### config.mk
export PLATFORM = sky130hd
export DESIGN_NAME = sweep_object_detector
export DESIGN_NICKNAME = d
export VERILOG_FILES = /design/src/sv/sod_pkg.sv /design/src/sv/sod_ring.sv /design/src/sv/sod_track.sv /design/src/sv/sweep_object_detector.sv
export SDC_FILE = /design/constraint.sdc
export NUM_CORES = 1
export LEC_CHECK = 0
export BUFFER_PORTS_ARGS = -buffer_cell sky130_fd_sc_hd__buf_2
export CELL_PAD_IN_SITES_DETAIL_PLACEMENT = 0
export CELL_PAD_IN_SITES_GLOBAL_PLACEMENT = 1
export CORE_ASPECT_RATIO = 1.1
export CORE_MARGIN = 2
export CORE_UTILIZATION = 50
export CTS_CLUSTER_SIZE = 25
export DETAILED_ROUTE_END_ITERATION = 8
export PLACE_DENSITY = 0.82
export SYNTH_ARGS = -nofsm -noshare
export SYNTH_HDL_FRONTEND = slang
export SYNTH_HIERARCHICAL = 1
export SYNTH_SLANG_ARGS = --single-unit
export TNS_END_PERCENT = 50
### constraint.sdc
create_clock -name clk -period 13 [get_ports clk]
set_clock_uncertainty 0.05 [all_clocks]
set_input_delay 0 -clock clk [delete_from_list [all_inputs] [get_ports clk]]
set_output_delay 0 -clock clk [all_outputs]
set_load 0.03 [all_outputs]
### src/sv/sod_pkg.sv
// ----------------------------------------------------------------------------
// sod_pkg: shared types and constants of the sweep object detector
// Ring geometry, register codes and the structs that pass between modules.
// ----------------------------------------------------------------------------
package sod_pkg;

    // depth of the distance averaging ring (1 to 16)
    localparam int AVG_DEPTH = 4;
    localparam int IDX_W     = (AVG_DEPTH > 1) ? $clog2(AVG_DEPTH) : 1;
    localparam int SUM_W     = 16 + $clog2(AVG_DEPTH);

    localparam int ANGLE_W   = 8;
    localparam int DIST_W    = 16;
    localparam int IR_W      = 12;
    localparam int COUNT_W   = 7;
    localparam int PROD_W    = 24;

    localparam int CFG_IDX_W  = 1;
    localparam int CFG_DATA_W = 16;

    localparam logic [CFG_IDX_W-1:0] CFG_IR_THRESHOLD = 1'b0;
    localparam logic [CFG_IDX_W-1:0] CFG_NEAR_LIMIT   = 1'b1;

    localparam logic [IR_W-1:0]    IR_THRESHOLD_RESET = 12'd900;
    localparam logic [DIST_W-1:0]  NEAR_LIMIT_RESET   = 16'd3840;
    localparam logic [COUNT_W-1:0] COUNT_MAX          = 7'd127;

    localparam int IN_DATA_W  = 40;
    localparam int OUT_DATA_W = 40;

    typedef struct packed {
        logic [IR_W-1:0]   ir_threshold;
        logic [DIST_W-1:0] near_limit;
    } sod_cfg_t;

    typedef struct packed {
        logic [DIST_W-1:0]  best_distance;
        logic [ANGLE_W-1:0] best_width;
        logic [ANGLE_W-1:0] best_angle;
        logic               found;
        logic [COUNT_W-1:0] object_count;
    } sod_result_t;

endpackage

### src/sv/sod_ring.sv
// ----------------------------------------------------------------------------
// sod_ring: distance ring with running sum
// Holds the last AVG_DEPTH distances and gives the ring sum including the
// item being processed.
// ----------------------------------------------------------------------------
module sod_ring
(
    input  logic                       clk,
    input  logic                       rst_n,
    input  logic                       step,
    input  logic                       start_of_scan,
    input  logic [sod_pkg::DIST_W-1:0] echo_distance,
    output logic [sod_pkg::SUM_W-1:0]  ring_sum
);
    import sod_pkg::*;

    logic [DIST_W-1:0] ring_reg [AVG_DEPTH];
    logic [IDX_W-1:0]  idx_reg;
    logic [IDX_W-1:0]  idx_use;
    logic [IDX_W-1:0]  idx_next;
    logic [SUM_W-1:0]  sum_reg;
    logic [SUM_W-1:0]  sum_base;
    logic [SUM_W-1:0]  sum_old;
    logic [SUM_W-1:0]  sum_next;

    always_comb
    begin
        idx_use  = start_of_scan ? '0 : idx_reg;
        sum_base = start_of_scan ? '0 : sum_reg;
        sum_old  = start_of_scan ? '0 : SUM_W'(ring_reg[idx_reg]);
        // replace the oldest entry in the running sum
        sum_next = sum_base - sum_old + SUM_W'(echo_distance);
        if (idx_use == IDX_W'(AVG_DEPTH - 1))
        begin
            idx_next = '0;
        end
        else
        begin
            idx_next = idx_use + IDX_W'(1);
        end
    end

    assign ring_sum = sum_next;

    always_ff @(posedge clk or negedge rst_n)
    begin
        if (!rst_n)
        begin
            for (int i = 0; i < AVG_DEPTH; i++)
            begin
                ring_reg[i] <= '0;
            end
            idx_reg <= '0;
            sum_reg <= '0;
        end
        else if (step)
        begin
            for (int i = 0; i < AVG_DEPTH; i++)
            begin
                if (idx_use == IDX_W'(i))
                begin
                    ring_reg[i] <= echo_distance;
                end
                else if (start_of_scan)
                begin
                    ring_reg[i] <= '0;
                end
            end
            idx_reg <= idx_next;
            sum_reg <= sum_next;
        end
    end

endmodule

### src/sv/sod_track.sv
// ----------------------------------------------------------------------------
// sod_track: object tracking and running best
// Opens and closes objects from the IR level and averaged distance, keeps the
// largest closed object and forms the scan summary.
// ----------------------------------------------------------------------------
module sod_track
(
    input  logic                        clk,
    input  logic                        rst_n,
    input  logic                        step,
    input  logic                        start_of_scan,
    input  logic [sod_pkg::ANGLE_W-1:0] sweep_angle,
    input  logic [sod_pkg::IR_W-1:0]    ir_level,
    input  logic [sod_pkg::SUM_W-1:0]   ring_sum,
    input  sod_pkg::sod_cfg_t           cfg,
    output sod_pkg::sod_result_t        result
);
    import sod_pkg::*;

    logic               in_object_reg,     in_object_next,     in_object_base;
    logic [ANGLE_W-1:0] open_angle_reg,    open_angle_next,    open_angle_base;
    logic [DIST_W-1:0]  open_dist_reg,     open_dist_next,     open_dist_base;
    logic [COUNT_W-1:0] count_reg,         count_next,         count_base;
    logic [ANGLE_W-1:0] best_angle_reg,    best_angle_next,    best_angle_base;
    logic [ANGLE_W-1:0] best_width_reg,    best_width_next,    best_width_base;
    logic [DIST_W-1:0]  best_dist_reg,     best_dist_next,     best_dist_base;
    logic [PROD_W-1:0]  best_product_reg,  best_product_next,  best_product_base;
    logic               have_best_reg,     have_best_next,     have_best_base;

    logic               ir_present;
    logic               is_near;
    logic               opening;
    logic               closing;
    logic [ANGLE_W-1:0] width;
    logic [ANGLE_W:0]   angle_sum;
    logic [ANGLE_W-1:0] mid;
    logic [PROD_W-1:0]  product;
    logic               new_best;

    always_comb
    begin
        // a start item clears the scan before the sample is looked at
        if (start_of_scan)
        begin
            in_object_base    = 1'b0;
            open_angle_base   = '0;
            open_dist_base    = '0;
            count_base        = '0;
            best_angle_base   = '0;
            best_width_base   = '0;
            best_dist_base    = '0;
            best_product_base = '0;
            have_best_base    = 1'b0;
        end
        else
        begin
            in_object_base    = in_object_reg;
            open_angle_base   = open_angle_reg;
            open_dist_base    = open_dist_reg;
            count_base        = count_reg;
            best_angle_base   = best_angle_reg;
            best_width_base   = best_width_reg;
            best_dist_base    = best_dist_reg;
            best_product_base = best_product_reg;
            have_best_base    = have_best_reg;
        end

        ir_present = (ir_level >= cfg.ir_threshold);
        is_near    = (ring_sum < (SUM_W'(cfg.near_limit) * SUM_W'(AVG_DEPTH)));
        opening    = ir_present && !in_object_base && is_near;
        closing    = !ir_present && in_object_base;

        width     = sweep_angle - open_angle_base;
        angle_sum = {1'b0, open_angle_base} + {1'b0, sweep_angle};
        mid       = angle_sum[ANGLE_W:1];
        product   = PROD_W'(width) * PROD_W'(open_dist_base);
        new_best  = !have_best_base || (product > best_product_base);

        in_object_next    = in_object_base;
        open_angle_next   = open_angle_base;
        open_dist_next    = open_dist_base;
        count_next        = count_base;
        best_angle_next   = best_angle_base;
        best_width_next   = best_width_base;
        best_dist_next    = best_dist_base;
        best_product_next = best_product_base;
        have_best_next    = have_best_base;

        if (opening)
        begin
            in_object_next  = 1'b1;
            open_angle_next = sweep_angle;
            open_dist_next  = DIST_W'(ring_sum / SUM_W'(AVG_DEPTH));
            if (count_base != COUNT_MAX)
            begin
                count_next = count_base + COUNT_W'(1);
            end
        end
        else if (closing)
        begin
            in_object_next = 1'b0;
            if (new_best)
            begin
                have_best_next    = 1'b1;
                best_product_next = product;
                best_angle_next   = mid;
                best_width_next   = width;
                best_dist_next    = open_dist_base;
            end
        end

        result.object_count  = count_next;
        result.found         = (count_next != '0);
        result.best_angle    = have_best_next ? best_angle_next : '0;
        result.best_width    = have_best_next ? best_width_next : '0;
        result.best_distance = have_best_next ? best_dist_next  : '0;
    end

    always_ff @(posedge clk or negedge rst_n)
    begin
        if (!rst_n)
        begin
            in_object_reg    <= 1'b0;
            open_angle_reg   <= '0;
            open_dist_reg    <= '0;
            count_reg        <= '0;
            best_angle_reg   <= '0;
            best_width_reg   <= '0;
            best_dist_reg    <= '0;
            best_product_reg <= '0;
            have_best_reg    <= 1'b0;
        end
        else if (step)
        begin
            in_object_reg    <= in_object_next;
            open_angle_reg   <= open_angle_next;
            open_dist_reg    <= open_dist_next;
            count_reg        <= count_next;
            best_angle_reg   <= best_angle_next;
            best_width_reg   <= best_width_next;
            best_dist_reg    <= best_dist_next;
            best_product_reg <= best_product_next;
            have_best_reg    <= have_best_next;
        end
    end

endmodule

### src/sv/sweep_object_detector.sv
// ----------------------------------------------------------------------------
// sweep_object_detector: largest-object finder over one servo sweep
// Input register, combinational tracking update and registered result.
// ----------------------------------------------------------------------------
// Takes one sweep sample per cycle while the output is taken. An item is
// captured in an input register, then processed by the ring sum and object
// tracker (one 8x16 multiply and compare), and, when marked last, leaves as a
// summary item from the output register. The throughput is one item per
// clock for as long as the output is taken; a last item held up by a stalled
// output holds the input register and so the input side.
// Write configuration only while no items are in flight.
module sweep_object_detector
(
    input  logic                            clk,
    input  logic                            rst_n,
    input  logic                            cfg_we,
    input  logic [sod_pkg::CFG_IDX_W-1:0]   cfg_index,
    input  logic [sod_pkg::CFG_DATA_W-1:0]  cfg_data,
    input  logic                            s_axis_tvalid,
    output logic                            s_axis_tready,
    // [7:0] sweep_angle, [23:8] echo_distance, [35:24] ir_level, [39:36] zero
    input  logic [sod_pkg::IN_DATA_W-1:0]   s_axis_tdata,
    // start_of_scan
    input  logic                            s_axis_tuser,
    // last_of_scan
    input  logic                            s_axis_tlast,
    output logic                            m_axis_tvalid,
    input  logic                            m_axis_tready,
    // [6:0] object_count, [7] found, [15:8] best_angle, [23:16] best_width,
    // [39:24] best_distance
    output logic [sod_pkg::OUT_DATA_W-1:0]  m_axis_tdata
);
    import sod_pkg::*;

    sod_cfg_t           cfg_reg;
    logic               in_valid_reg;
    logic               in_start_reg;
    logic               in_last_reg;
    logic [ANGLE_W-1:0] in_angle_reg;
    logic [DIST_W-1:0]  in_dist_reg;
    logic [IR_W-1:0]    in_ir_reg;
    logic               out_valid_reg;
    sod_result_t        out_data_reg;
    sod_result_t        result;
    logic [SUM_W-1:0]   ring_sum;
    logic               out_free;
    logic               step;

    assign out_free      = !out_valid_reg || m_axis_tready;
    assign step          = in_valid_reg && (!in_last_reg || out_free);
    assign s_axis_tready = !in_valid_reg || step;
    assign m_axis_tvalid = out_valid_reg;
    assign m_axis_tdata  = OUT_DATA_W'(out_data_reg);

    always_ff @(posedge clk or negedge rst_n)
    begin
        if (!rst_n)
        begin
            cfg_reg.ir_threshold <= IR_THRESHOLD_RESET;
            cfg_reg.near_limit   <= NEAR_LIMIT_RESET;
        end
        else if (cfg_we)
        begin
            unique case (cfg_index)
                CFG_IR_THRESHOLD: cfg_reg.ir_threshold <= cfg_data[IR_W-1:0];
                CFG_NEAR_LIMIT:   cfg_reg.near_limit   <= cfg_data[DIST_W-1:0];
                default:          ;
            endcase
        end
    end

    always_ff @(posedge clk or negedge rst_n)
    begin
        if (!rst_n)
        begin
            in_valid_reg <= 1'b0;
        end
        else if (s_axis_tready)
        begin
            in_valid_reg <= s_axis_tvalid;
        end
    end

    always_ff @(posedge clk)
    begin
        if (s_axis_tvalid && s_axis_tready)
        begin
            in_start_reg <= s_axis_tuser;
            in_last_reg  <= s_axis_tlast;
            in_angle_reg <= s_axis_tdata[7:0];
            in_dist_reg  <= s_axis_tdata[23:8];
            in_ir_reg    <= s_axis_tdata[35:24];
        end
    end

    sod_ring u_ring
    (
        .clk           (clk),
        .rst_n         (rst_n),
        .step          (step),
        .start_of_scan (in_start_reg),
        .echo_distance (in_dist_reg),
        .ring_sum      (ring_sum)
    );

    sod_track u_track
    (
        .clk           (clk),
        .rst_n         (rst_n),
        .step          (step),
        .start_of_scan (in_start_reg),
        .sweep_angle   (in_angle_reg),
        .ir_level      (in_ir_reg),
        .ring_sum      (ring_sum),
        .cfg           (cfg_reg),
        .result        (result)
    );

    // load a summary when a last item is processed, drop it once taken
    always_ff @(posedge clk or negedge rst_n)
    begin
        if (!rst_n)
        begin
            out_valid_reg <= 1'b0;
        end
        else if (step && in_last_reg)
        begin
            out_valid_reg <= 1'b1;
        end
        else if (m_axis_tready)
        begin
            out_valid_reg <= 1'b0;
        end
    end

    always_ff @(posedge clk)
    begin
        if (step && in_last_reg)
        begin
            out_data_reg <= result;
        end
    end

    a_accept_loads: assert property (@(posedge clk) disable iff (!rst_n)
        s_axis_tvalid && s_axis_tready |=> in_valid_reg)
        else $error("accepted item not held in input register");

    a_last_held: assert property (@(posedge clk) disable iff (!rst_n)
        in_valid_reg && in_last_reg && !out_free |=> in_valid_reg && in_last_reg)
        else $error("last item dropped while output stalled");

    a_found_count: assert property (@(posedge clk) disable iff (!rst_n)
        out_valid_reg |-> (out_data_reg.found == (out_data_reg.object_count != '0)))
        else $error("found flag disagrees with object count");

    a_best_needs_object: assert property (@(posedge clk) disable iff (!rst_n)
        out_valid_reg && !out_data_reg.found |->
            (out_data_reg.best_width == '0) && (out_data_reg.best_distance == '0))
        else $error("best object reported with no object opened");

endmodule
==> qor.yml, run 1 <==
power_and_ir_drop:
  power_density_nw_per_um2: 198.8
  power.leakage_nw: 9.940
  switching_share: 0.4087
  intPower_mw: 2.505
  clockPowerShare: 0.211
  power.switching_mw: 1.732
  ir_drop_uv: 123.9
  comb_power_share: 0.496
  seq_power_share: 0.294
  total_power_mw: 4.236
placed_design:
  dp_hpwl_mm: 31.13
  dp.cells: 2304
  place_ws_ns: 1.981
  place.gp.congestion: 0.8568
  placed_cell_area_um2: 19600
  port_buffers: 101
grt:
  use_met1: 0.3082
  busiest_layer: "met2"
  grt_pass1_wl_mm: 72.95
  antenna_found_initial: 1
  grt_overflow: 0
  grtUsageMet2: 0.3965
  track_usage: 0.2354
  grt_pass1_vias: 13941
  use_met3: 0.03515
  grt_max_degree: 72
synthesis:
  postSynth.asyncResetShare: 0.7224
  syn_inst: 1768
  netlist.area_leader.share: 0.2619
  synthTopCellsByCount: "inv_1, dfrtp_1, nand2_1"
  yosysTopAreaCell: "dfrtp_1"
  yosys.cell_types.count: 79
  synth.yosys.warnings: 6
  netlist_top_cells_area: "dfrtp_1, edfxtp_1, fa_1"
  ys.flop_type: "dfrtp_1"
  ys_ff_latch: 281
  synth.avg_cell_area_um2: 10.54
  synth.most_common_cell: "inv_1"
  syn_area_um2: 18630
  synthesis.nets: 2068
  synth_edf_count: 78
  yosysSeqAreaShare: 0.3990
critical_path:
  r2r-start: "in_start_reg"
  crit_top_cell: "fa_1"
  worstPathRequired_ns: 13.41
  cp_max_fo: 35
  startpoint_type: "flip-flop"
  cp-startpoint: "in_start_reg"
  cpMaxStageDelayCell: "nor3_4"
  worstPathArrival_ns: 11.41
  end_kind: "flip-flop"
  path_class: "reg -> reg"
  crit_path_max_incr_delay_ns: 0.66
clocking:
  clk_pin_slew_worst_paths_ns: 0.06
  clockRootBuffer: "clkbuf_16"
  htree_levels: 1
  clock-sinks: 281
  postCtsSetupBuffers: 0
  cts_tree: "built"
  clk_latency_ns: 0.58
  cts_buffers: 31
  clk_path_buf_depth: 3
final_layout:
  finalNonFillerCells: 2430
  largest_register_ffs: 64
  nNetsFinal: 2210
  seqCellArea_um2: 7432
  fill_cells: 3081
  area_growth_pct: 14.41
  final_layout_size_suffix_gt1_frac: 0.1406
  multiInputGateArea_um2: 10010
  fin_area_um2: 21310
worst_hold_path:
  worstHoldStart: "s_axis_tdata[35]"
  hold_class: "in -> reg"
die:
  row_count: 74
  die_x_um: 188.0
  die_area_um2: 38820
  coreArea_um2: 36940
  initial_core_util: 0.5043
  pin_count: 106
  die_h_um: 206.4
timing:
  rsz0062_at_grt: "false"
  hold_viol_final: 0
  fin_crit_ns: 11.00
  setup_violations: 0
  finalCritPeriodShare: 0.8459
  fin_tns_setup_ns: 0
  slew_violations: 0
  maxSlewHeadroom: 0.1992
  tightest_slew_ns: 1.201
  fmax_mhz: 90.94
  fin_ws_ns: 2.003
job:
  maxCapViolCount: 0
route:
  drc: 0
  drt-pass1-iter-count: 5
  vias: 13520
  drtIter0Drc: 879
  routed_wirelength_mm: 44.74
  ant_nets: 0
  vias_per_cell: 5.564
  wl_per_cell_um: 18.41
status:
  outcome: "finished, final reports clean"
## cells in the final DEF (no fill, tap or decap), types with 10 or more instances in the layout
| cell | Yosys | routed |
|---|---|---|
| clkbuf_1 | 51 | 11 |
| dfrtp_1 | 195 | 195 |
| mux2_4 | 10 | 10 |
| a21o_1 | 20 | 20 |
| xor2_1 | 14 | 14 |
| nand2_1 | 141 | 141 |
| clkbuf_16 | 0 | 31 |
| dlygate4sd3_1 | 0 | 66 |
| nand2b_1 | 42 | 42 |
| o21ai_0 | 26 | 26 |
| nand4_1 | 15 | 15 |
| nand3_1 | 39 | 39 |
| mux4_2 | 16 | 16 |
| ha_1 | 134 | 134 |
| xnor2_1 | 36 | 36 |
| buf_2 | 20 | 100 |
| nor2_1 | 118 | 117 |
| buf_4 | 1 | 21 |
| nor2b_1 | 35 | 35 |
| a21oi_1 | 90 | 90 |
| mux2_2 | 40 | 40 |
| edfxtp_1 | 78 | 78 |
| a22oi_1 | 16 | 16 |
| a22o_1 | 121 | 121 |
| or2_2 | 12 | 12 |
| inv_1 | 232 | 231 |
| o22ai_1 | 18 | 18 |
| fa_1 | 102 | 102 |
## power groups by stage
stage	Clock [mW]	Combinational [mW]	Sequential, mW
floorplan	0	1.56	1.21
global placement	0	2.03	1.25
detailed placement	0	2.08	1.25
CTS	0.915	2.11	1.24
global route	0.951	2.38	1.26
finish	0.893	2.10	1.24
## what timing repair did
| item | CTS | global route |
|---|---|---|
| setup endpoints to repair | 0 | 0 |
| hold endpoints to repair | 139 | 0 |
| hold buffers | 67 | 0 |
| resized for setup | 0 | 0 |
## metrics by stage
stage	util	hold slack, ns
6_report	0.5769	0.07340
5_1_grt	0.5769	0.06098
4_1_cts	0.5769	0.04466
3_5_place_dp	0.5307	0.03714
3_3_place_gp	0.5307	0.01939
2_1_floorplan	-	-0.3456
## worst max-delay path: cells and delay by family (launching register included)
family	cells	cell delay (ns)
compound gates	12	3.01
xor+xnor	2	0.78
fa+ha+maj	7	3.16
buf+inv	6	1.00
flops	1	0.58
simple gates	8	2.25
## logic make-up (layout without fill, tap and decap cells)
group | count (synthesis) | in the layout | synth area share
xor gates and xnor gates | 50 | 50 | 0.02351
muxes | 69 | 69 | 0.05319
buffers and inverters | 312 | 479 | 0.06562
AOI/OAI and AO/OA | 366 | 366 | 0.1420
other | 0 | 1 | 0
DFF | 281 | 281 | 0.3990
adders and majority gates | 236 | 236 | 0.1996
and+or+nand+nor | 454 | 454 | 0.1171
## worst paths after layout
path	end	slack, ns	cells past startpoint
setup / recovery	u_track/best_product_reg[0]	2.00	35
setup reg to reg	u_track/best_product_reg[0]	2.00	35
hold / removal	in_ir_reg[11]	0.07	2
min in group asynchronous	u_ring/ring_reg[14]	0.41	3
max in group asynchronous	u_ring/sum_reg[1]	10.45	5
hold reg to reg	u_track/best_product_reg[0]	0.44	1
## layout make-up
cell class | instances | share of cell area
Tap cell | 494 | 0.02900
Timing Repair Buffer | 189 | 0.06381
Clock inverter | 16 | 0.009510
Multi-Input combinational cell | 1175 | 0.4697
Inverter | 232 | 0.04086
Clock buffer | 42 | 0.03833
Antenna cell | 1 | 0.0001174
Sequential cell | 281 | 0.3487
## layer usage
metal / share of wire / vias up
met5: 0 / -
met4: 0.037 / 0
met3: 0.047 / 91
met2: 0.48 / 332
met1: 0.43 / 6724
li1: - / 6373
Power figures use the tool's default switching activity.
==> run 2: changes to the inputs <==
--- a/config.mk
+++ b/config.mk
@@ -5,15 +5,16 @@
 export SDC_FILE = /design/constraint.sdc
 export NUM_CORES = 1
 export LEC_CHECK = 0
+export ABC_AREA = 1
 export BUFFER_PORTS_ARGS = -buffer_cell sky130_fd_sc_hd__buf_2
 export CELL_PAD_IN_SITES_DETAIL_PLACEMENT = 0
 export CELL_PAD_IN_SITES_GLOBAL_PLACEMENT = 1
 export CORE_ASPECT_RATIO = 1.1
 export CORE_MARGIN = 2
-export CORE_UTILIZATION = 50
+export CORE_UTILIZATION = 47
 export CTS_CLUSTER_SIZE = 25
 export DETAILED_ROUTE_END_ITERATION = 8
-export PLACE_DENSITY = 0.82
+export PLACE_DENSITY = 0.81
 export SYNTH_ARGS = -nofsm -noshare
 export SYNTH_HDL_FRONTEND = slang
 export SYNTH_HIERARCHICAL = 1
==> constraint.sdc (replaced) <==
create_clock -name clk -period 11.12 [get_ports clk]
set_clock_uncertainty 0.05 [all_clocks]
set_input_delay 0 -clock clk [delete_from_list [all_inputs] [get_ports clk]]
set_output_delay 0 -clock clk [all_outputs]
set_load 0.03 [all_outputs]
==> run 2 against run 1 <==
Sequential cell count did not move. Via count rose by 25%. Register-to-register slack got worse by 0.32 ns. Design area rose by 7.1%. Area after synthesis rose by 8.1%. Largest cell class unchanged. Largest power group unchanged. Highest routed layer unchanged.
==> qor.yml, run 2 <==
status:
  outcome: "finished, final reports clean"  # unchanged
grt:
  use_met3: 0.03432  # was 0.03515
  grt_max_degree: 97  # was 72
  track_usage: 0.2369  # was 0.2354
  grt_pass1_vias: 16875  # was 13941
  grt_overflow: 0  # unchanged
  busiest_layer: "met2"  # unchanged
  use_met1: 0.3085  # was 0.3082
  grt_pass1_wl_mm: 85.68  # was 72.95 mm
  antenna_found_initial: 0  # was 1
  grtUsageMet2: 0.4156  # was 0.3965
placed_design:
  place.gp.congestion: 0.8731  # was 0.8568
  dp_hpwl_mm: 36.42  # was 31.13 mm
  placed_cell_area_um2: 20980  # was 19600 um2
  place_ws_ns: 1.741  # was 1.981 ns
  dp.cells: 3156  # was 2304
  port_buffers: 101  # unchanged
critical_path:
  end_kind: "flip-flop"  # unchanged
  r2r-start: "in_start_reg"  # unchanged
  reg2reg_slack_ns: 1.69  # was 2.00 ns
  r2r-end: "m_axis_tdata[37]"  # was u_track/best_product_reg[0]
  startpoint_type: "flip-flop"  # unchanged
  crit_path_max_incr_delay_ns: 0.74  # was 0.66 ns
  path_class: "reg -> reg"  # unchanged
  r2r_cells: 40  # was 35
  worstPathRequired_ns: 11.32  # was 13.41 ns
  cp_max_fo: 96  # was 35
  crit_top_cell: "nand2_1"  # was fa_1
  worstPathArrival_ns: 9.63  # was 11.41 ns
  cpMaxStageDelayCell: "nand2_4"  # was nor3_4
power_and_ir_drop:
  comb_power_share: 0.579  # was 0.496
  power.leakage_nw: 11.49  # was 9.940 nW
  power_density_nw_per_um2: 266.0  # was 198.8 nW/um2
  switching_share: 0.4688  # was 0.4087
  seq_power_share: 0.223  # was 0.294
  intPower_mw: 3.227  # was 2.505 mW
  clockPowerShare: 0.198  # was 0.211
  power.switching_mw: 2.848  # was 1.732 mW
  ir_drop_uv: 181.9  # was 123.9 uV
timing:
  maxSlewHeadroom: 0.2636  # was 0.1992
  worst_hold_slack_ns: 0.008167  # was 0.07340 ns
  rsz0062_at_grt: "false"  # unchanged
  fin_crit_ns: 9.433  # was 11.00 ns
  fin_tns_setup_ns: 0  # unchanged
  fmax_mhz: 106.0  # was 90.94 MHz
  setup_violations: 0  # unchanged
  fin_ws_ns: 1.687  # was 2.003 ns
  finalCritPeriodShare: 0.8483  # was 0.8459
  slew_violations: 0  # unchanged
  tightest_slew_ns: 1.105  # was 1.201 ns
  hold_viol_final: 0  # unchanged
clocking:
  clock-sinks: 281  # unchanged
  clockRootBuffer: "clkbuf_16"  # unchanged
  postCtsSetupBuffers: 0  # unchanged
  htree_levels: 2  # was 1
  ctsHoldBuffers: 63  # was 67
  cts-resized-gates: 0  # unchanged
  cts_buffers: 35  # was 31
  cts_tree: "built"  # unchanged
  clk_pin_slew_worst_paths_ns: 0.06  # about the same
  clk_path_buf_depth: 3  # unchanged
  clk_latency_ns: 0.55  # was 0.58 ns
final_layout:
  layout_commonest_cell: "nand2_1"  # was inv_1
  fill_cells: 4081  # was 3081
  seqCellArea_um2: 7432  # unchanged
  finalNonFillerCells: 3283  # was 2430
  largest_register_ffs: 64  # unchanged
  fin_area_um2: 22840  # was 21310 um2
  final_layout_size_suffix_gt1_frac: 0.08247  # was 0.1406
  layout_common_cells: "nand2_1, inv_1, nor2_1"  # was inv_1, dfrtp_1, nand2_1
  area_growth_pct: 13.39  # was 14.41%
  diodes: 0  # was 1
  multiInputGateArea_um2: 10580  # was 10010 um2
  nNetsFinal: 2989  # was 2210
synthesis:
  syn_inst: 2570  # was 1768
  synthesis.nets: 2870  # was 2068
  synth.yosys.warnings: 6  # unchanged
  syn_area_um2: 20140  # was 18630 um2
  synth.avg_cell_area_um2: 7.836  # was 10.54 um2
route:
  vias_per_cell: 5.154  # was 5.564
  drtIter0Drc: 943  # was 879
  wl_per_cell_um: 15.81  # was 18.41 um
  drt-pass1-iter-count: 5  # unchanged
  ant_nets: 0  # unchanged
  vias: 16919  # was 13520
  routed_wirelength_mm: 51.90  # was 44.74 mm
  drc: 0  # unchanged
worst_hold_path:
  hold_class: "in -> async"  # was in -> reg
die:
  die_x_um: 201.4  # was 188.0 um
  coreArea_um2: 42310  # was 36940 um2
  die_area_um2: 44520  # was 38820 um2
  die_h_um: 221.1  # was 206.4 um
  row_count: 79  # was 74
  initial_core_util: 0.4760  # was 0.5043
  pin_count: 106  # unchanged
job:
  maxCapViolCount: 0  # unchanged
==> run 2: cell types whose count changed in the layout (fill, tap and decap cells not counted), sizes merged, moves of 43 or more <==
cell	previous run	this run
nor2	118	282
nand2b	43	0
o21ai	34	181
mux2	50	0
a22o	121	1
inv	234	433
nand2	142	678
nand3	40	107
==> run 2: through the flow <==
stage	power (mW)	utilization
finish	6.075	0.5398
global route	6.718	0.5398
CTS	6.138	0.5398
detailed placement	4.880	0.4959
global placement	4.813	0.4959
floorplan	3.985	-
==> run 2: power by group through the flow <==
stage	logic (mW)	clock network, mW	registers (mW)
2_1_floorplan	2.63	0	1.36
3_3_place_gp	3.45	0	1.36
3_5_place_dp	3.51	0	1.37
4_1_cts	3.55	1.24	1.35
5_1_grt	4.07	1.28	1.37
6_report	3.52	1.20	1.35
==> run 2: worst max-delay path by stage <==
stage	start	end	cells past startpoint
3_5_place_dp	in_start_reg	m_axis_tdata[37]	41
6_report	in_start_reg	m_axis_tdata[37]	40
4_1_cts	in_start_reg	m_axis_tdata[37]	42
2_1_floorplan	in_start_reg	m_axis_tdata[37]	46
3_3_place_gp	in_start_reg	m_axis_tdata[37]	41
5_1_grt	in_start_reg	m_axis_tdata[34]	43
==> run 2: critical path, delay by kind of cell (launching register included) <==
family / cells / cell delay [ns]
AOI/OAI and AO/OA: 4 / 0.85
xor gates and xnor gates: 1 / 0.20
adders and majority gates: 8 / 3.44
buffers and inverters: 7 / 0.65
DFF: 1 / 0.65
and+or+nand+nor: 20 / 3.26
==> run 2: area by class of cell <==
class | count | area share
inverters | 439 | 0.07238
repair buffers | 176 | 0.05408
clock buffers | 48 | 0.04454
flip-flops and latches | 281 | 0.3254
multi-input cells | 1756 | 0.4633
clock inverters | 16 | 0.009204
well taps | 567 | 0.03107
==> run 2: per-layer routing <==
layer / wire length [um] / vias up
met1: 22740 / 8154
li1: - / 8297
met5: 0 / -
met3: 2520 / 67
met4: 937 / 0
met2: 25690 / 401
==> run 3: changes to the inputs <==
==> constraint.sdc (replaced) <==
create_clock -name clk -period 9.45 [get_ports clk]
set_clock_uncertainty 0.05 [all_clocks]
set_input_delay 0 -clock clk [delete_from_list [all_inputs] [get_ports clk]]
set_output_delay 0 -clock clk [all_outputs]
set_load 0.03 [all_outputs]
==> run 3 against run 2 <==
Combinational power increased by 18%. Design area fell by 0.33%. Setup slack lost 0.87 ns. Fmax rose by 9.3%.
==> qor.yml, run 3 (synthesis gave the netlist of run 2 again) <==
grt:
  antenna_found_initial: 1  # was 0
  track_usage: 0.2385  # was 0.2369
  grt_pass1_vias: 16869  # was 16875
  grt_max_degree: 76  # was 97
  grt_overflow: 0  # unchanged
  grt_pass1_wl_mm: 86.19  # was 85.68 mm
die:
  die_h_um: 221.1  # unchanged
  die_x_um: 201.4  # unchanged
  die_area_um2: 44520  # unchanged
  row_count: 79  # unchanged
  coreArea_um2: 42310  # unchanged
  pin_count: 106  # unchanged
  initial_core_util: 0.4760  # unchanged
final_layout:
  final_layout_size_suffix_gt1_frac: 0.08214  # was 0.08247
  largest_register_ffs: 64  # unchanged
  area_growth_pct: 13.02  # was 13.39%
  fin_util: 0.5380  # was 0.5398
  multiInputGateArea_um2: 10590  # was 10580 um2
  seqCellArea_um2: 7432  # unchanged
  diodes: 0  # unchanged
  fin_area_um2: 22760  # was 22840 um2
  fill_cells: 4103  # was 4081
  nNetsFinal: 2991  # was 2989
  layout_commonest_cell: "nand2_1"  # unchanged
  finalNonFillerCells: 3282  # was 3283
  layout_common_cells: "nand2_1, inv_1, nor2_1"  # unchanged
timing:
  finalCritPeriodShare: 0.9133  # was 0.8483
  fin_tns_setup_ns: 0  # unchanged
  hold_viol_final: 0  # unchanged
  fin_crit_ns: 8.630  # was 9.433 ns
  tightest_slew_ns: 1.130  # was 1.105 ns
  maxSlewHeadroom: 0.2452  # was 0.2636
  slew_violations: 0  # unchanged
  setup_violations: 0  # unchanged
  fmax_mhz: 115.9  # was 106.0 MHz
  rsz0062_at_grt: "false"  # unchanged
critical_path:
  startpoint_type: "flip-flop"  # unchanged
  worstPathArrival_ns: 9.02  # was 9.63 ns
  cp_max_fo: 51  # was 96
  path_delay_family: "adder cells"  # unchanged
  cpMaxStageDelayCell: "fa_1"  # was nand2_4
  end_kind: "flip-flop"  # unchanged
  worstPathRequired_ns: 9.84  # was 11.32 ns
  path_class: "reg -> reg"  # unchanged
  r2r_cells: 43  # was 40
  crit_path_max_incr_delay_ns: 0.58  # was 0.74 ns
  reg2reg_slack_ns: 0.82  # was 1.69 ns
  r2r-start: "in_start_reg"  # unchanged
  path_depth: 43  # was 40
  crit_top_cell: "nand2_1"  # unchanged
  worst-path-buf-inv: 8  # was 7
  r2r-end: "u_track/best_product_reg[19]"  # was m_axis_tdata[37]
clocking:
  cts_tree: "built"  # unchanged
  cts_buffers: 34  # was 35
  htree_levels: 2  # unchanged
  clock-sinks: 281  # unchanged
  clk_pin_slew_worst_paths_ns: 0.06  # about the same
  clk_path_buf_depth: 3  # unchanged
  clockRootBuffer: "clkbuf_16"  # unchanged
  clk_latency_ns: 0.54  # was 0.55 ns
route:
  drt-pass1-iter-count: 6  # was 5
  drtIter0Drc: 998  # was 943
  vias: 16925  # was 16919
  routed_wirelength_mm: 51.78  # was 51.90 mm
  vias_per_cell: 5.157  # was 5.154
  ant_nets: 0  # unchanged
  drc: 0  # unchanged
  wl_per_cell_um: 15.78  # was 15.81 um
placed_design:
  dp_hpwl_mm: 36.55  # was 36.42 mm
  dp.cells: 3160  # was 3156
  place.gp.congestion: 0.8866  # was 0.8731
  port_buffers: 101  # unchanged
  placed_cell_area_um2: 21020  # was 20980 um2
power_and_ir_drop:
  ir_drop_uv: 200.6  # was 181.9 uV
  power.leakage_nw: 11.45  # was 11.49 nW
  total_power_mw: 7.059  # was 6.075 mW
  power_density_nw_per_um2: 310.1  # was 266.0 nW/um2
worst_hold_path:
  hold_class: "in -> async"  # unchanged
status:
  outcome: "finished, final reports clean"  # unchanged
job:
  maxCapViolCount: 0  # unchanged
[run 3: changes by cell type in the layout (fill, tap and decap cells not counted), moves of 2 or more]
| cell | delta |
|---|---|
| clkbuf_16 | -2 |
| clkinv_1 | +4 |
| nand2_1 | -2 |
| dlygate4sd3_1 | -2 |
| nand2_2 | +2 |
| clkbuf_8 | -2 |
| clkinv_4 | -2 |
| buf_4 | +4 |
[run 3: worst register-to-register path, delay by kind of cell (launching register included)]
| family | cells | cell delay, ns |
|---|---|---|
| fa+ha+maj | 7 | 3.29 |
| buf+inv | 8 | 1.10 |
| flops | 1 | 0.44 |
| simple gates | 24 | 2.89 |
| compound gates | 3 | 0.59 |
| xor+xnor | 1 | 0.19 |
[run 3: metal layers]
metal  share of wire  up-vias  track usage
li1                -     8335            -
met1            0.44     8111       0.3110
met2            0.49      384       0.4105
met3           0.046       95      0.03387
met4           0.029        0      0.07519
met5               0        -            0
[run 3: final cells by class]
class,count,area share
clock inverter,16,0.007421
clock buffer,44,0.04128
sequential,281,0.3265
multi-input combinational,1756,0.4654
tap,567,0.03117
inverter,439,0.07261
timing repair buffer,179,0.05557
[run 3: worst max path at each step]
stage,from,end,slack (ns)
6_report,in_start_reg,u_track/best_product_reg[19],0.82
5_1_grt,in_start_reg,u_track/best_product_reg[20],0.08
4_1_cts,in_start_reg,u_track/best_product_reg[20],0.44
3_5_place_dp,in_start_reg,u_track/best_product_reg[20],0.46
3_3_place_gp,in_start_reg,u_track/best_product_reg[19],0.55
2_1_floorplan,in_start_reg,m_axis_tdata[37],1.91
[run 3: power breakdown]
part           internal, mW  leakage (nW)  total (mW)  switching (mW)
combinational          1.45          7.51        4.16            2.71
clock                 0.785         0.538        1.31           0.522
sequential             1.48          3.41        1.59           0.111
[run 3: stage by stage]
step	hold WS (ns)	setup WS [ns]
5_1_grt	0.07613	0.07709
2_1_floorplan	-0.3456	1.905
3_5_place_dp	0.02651	0.4631
6_report	0.01376	0.8195
4_1_cts	0.02981	0.4372
3_3_place_gp	0.03119	0.5477
[run 3: what timing repair did]
item                       4_1_cts  5_1_grt
setup endpoints to repair        0       57
hold endpoints to repair       148        0
gates resized for setup          0        3
hold buffers                    61        0
buffers inserted                 0        1
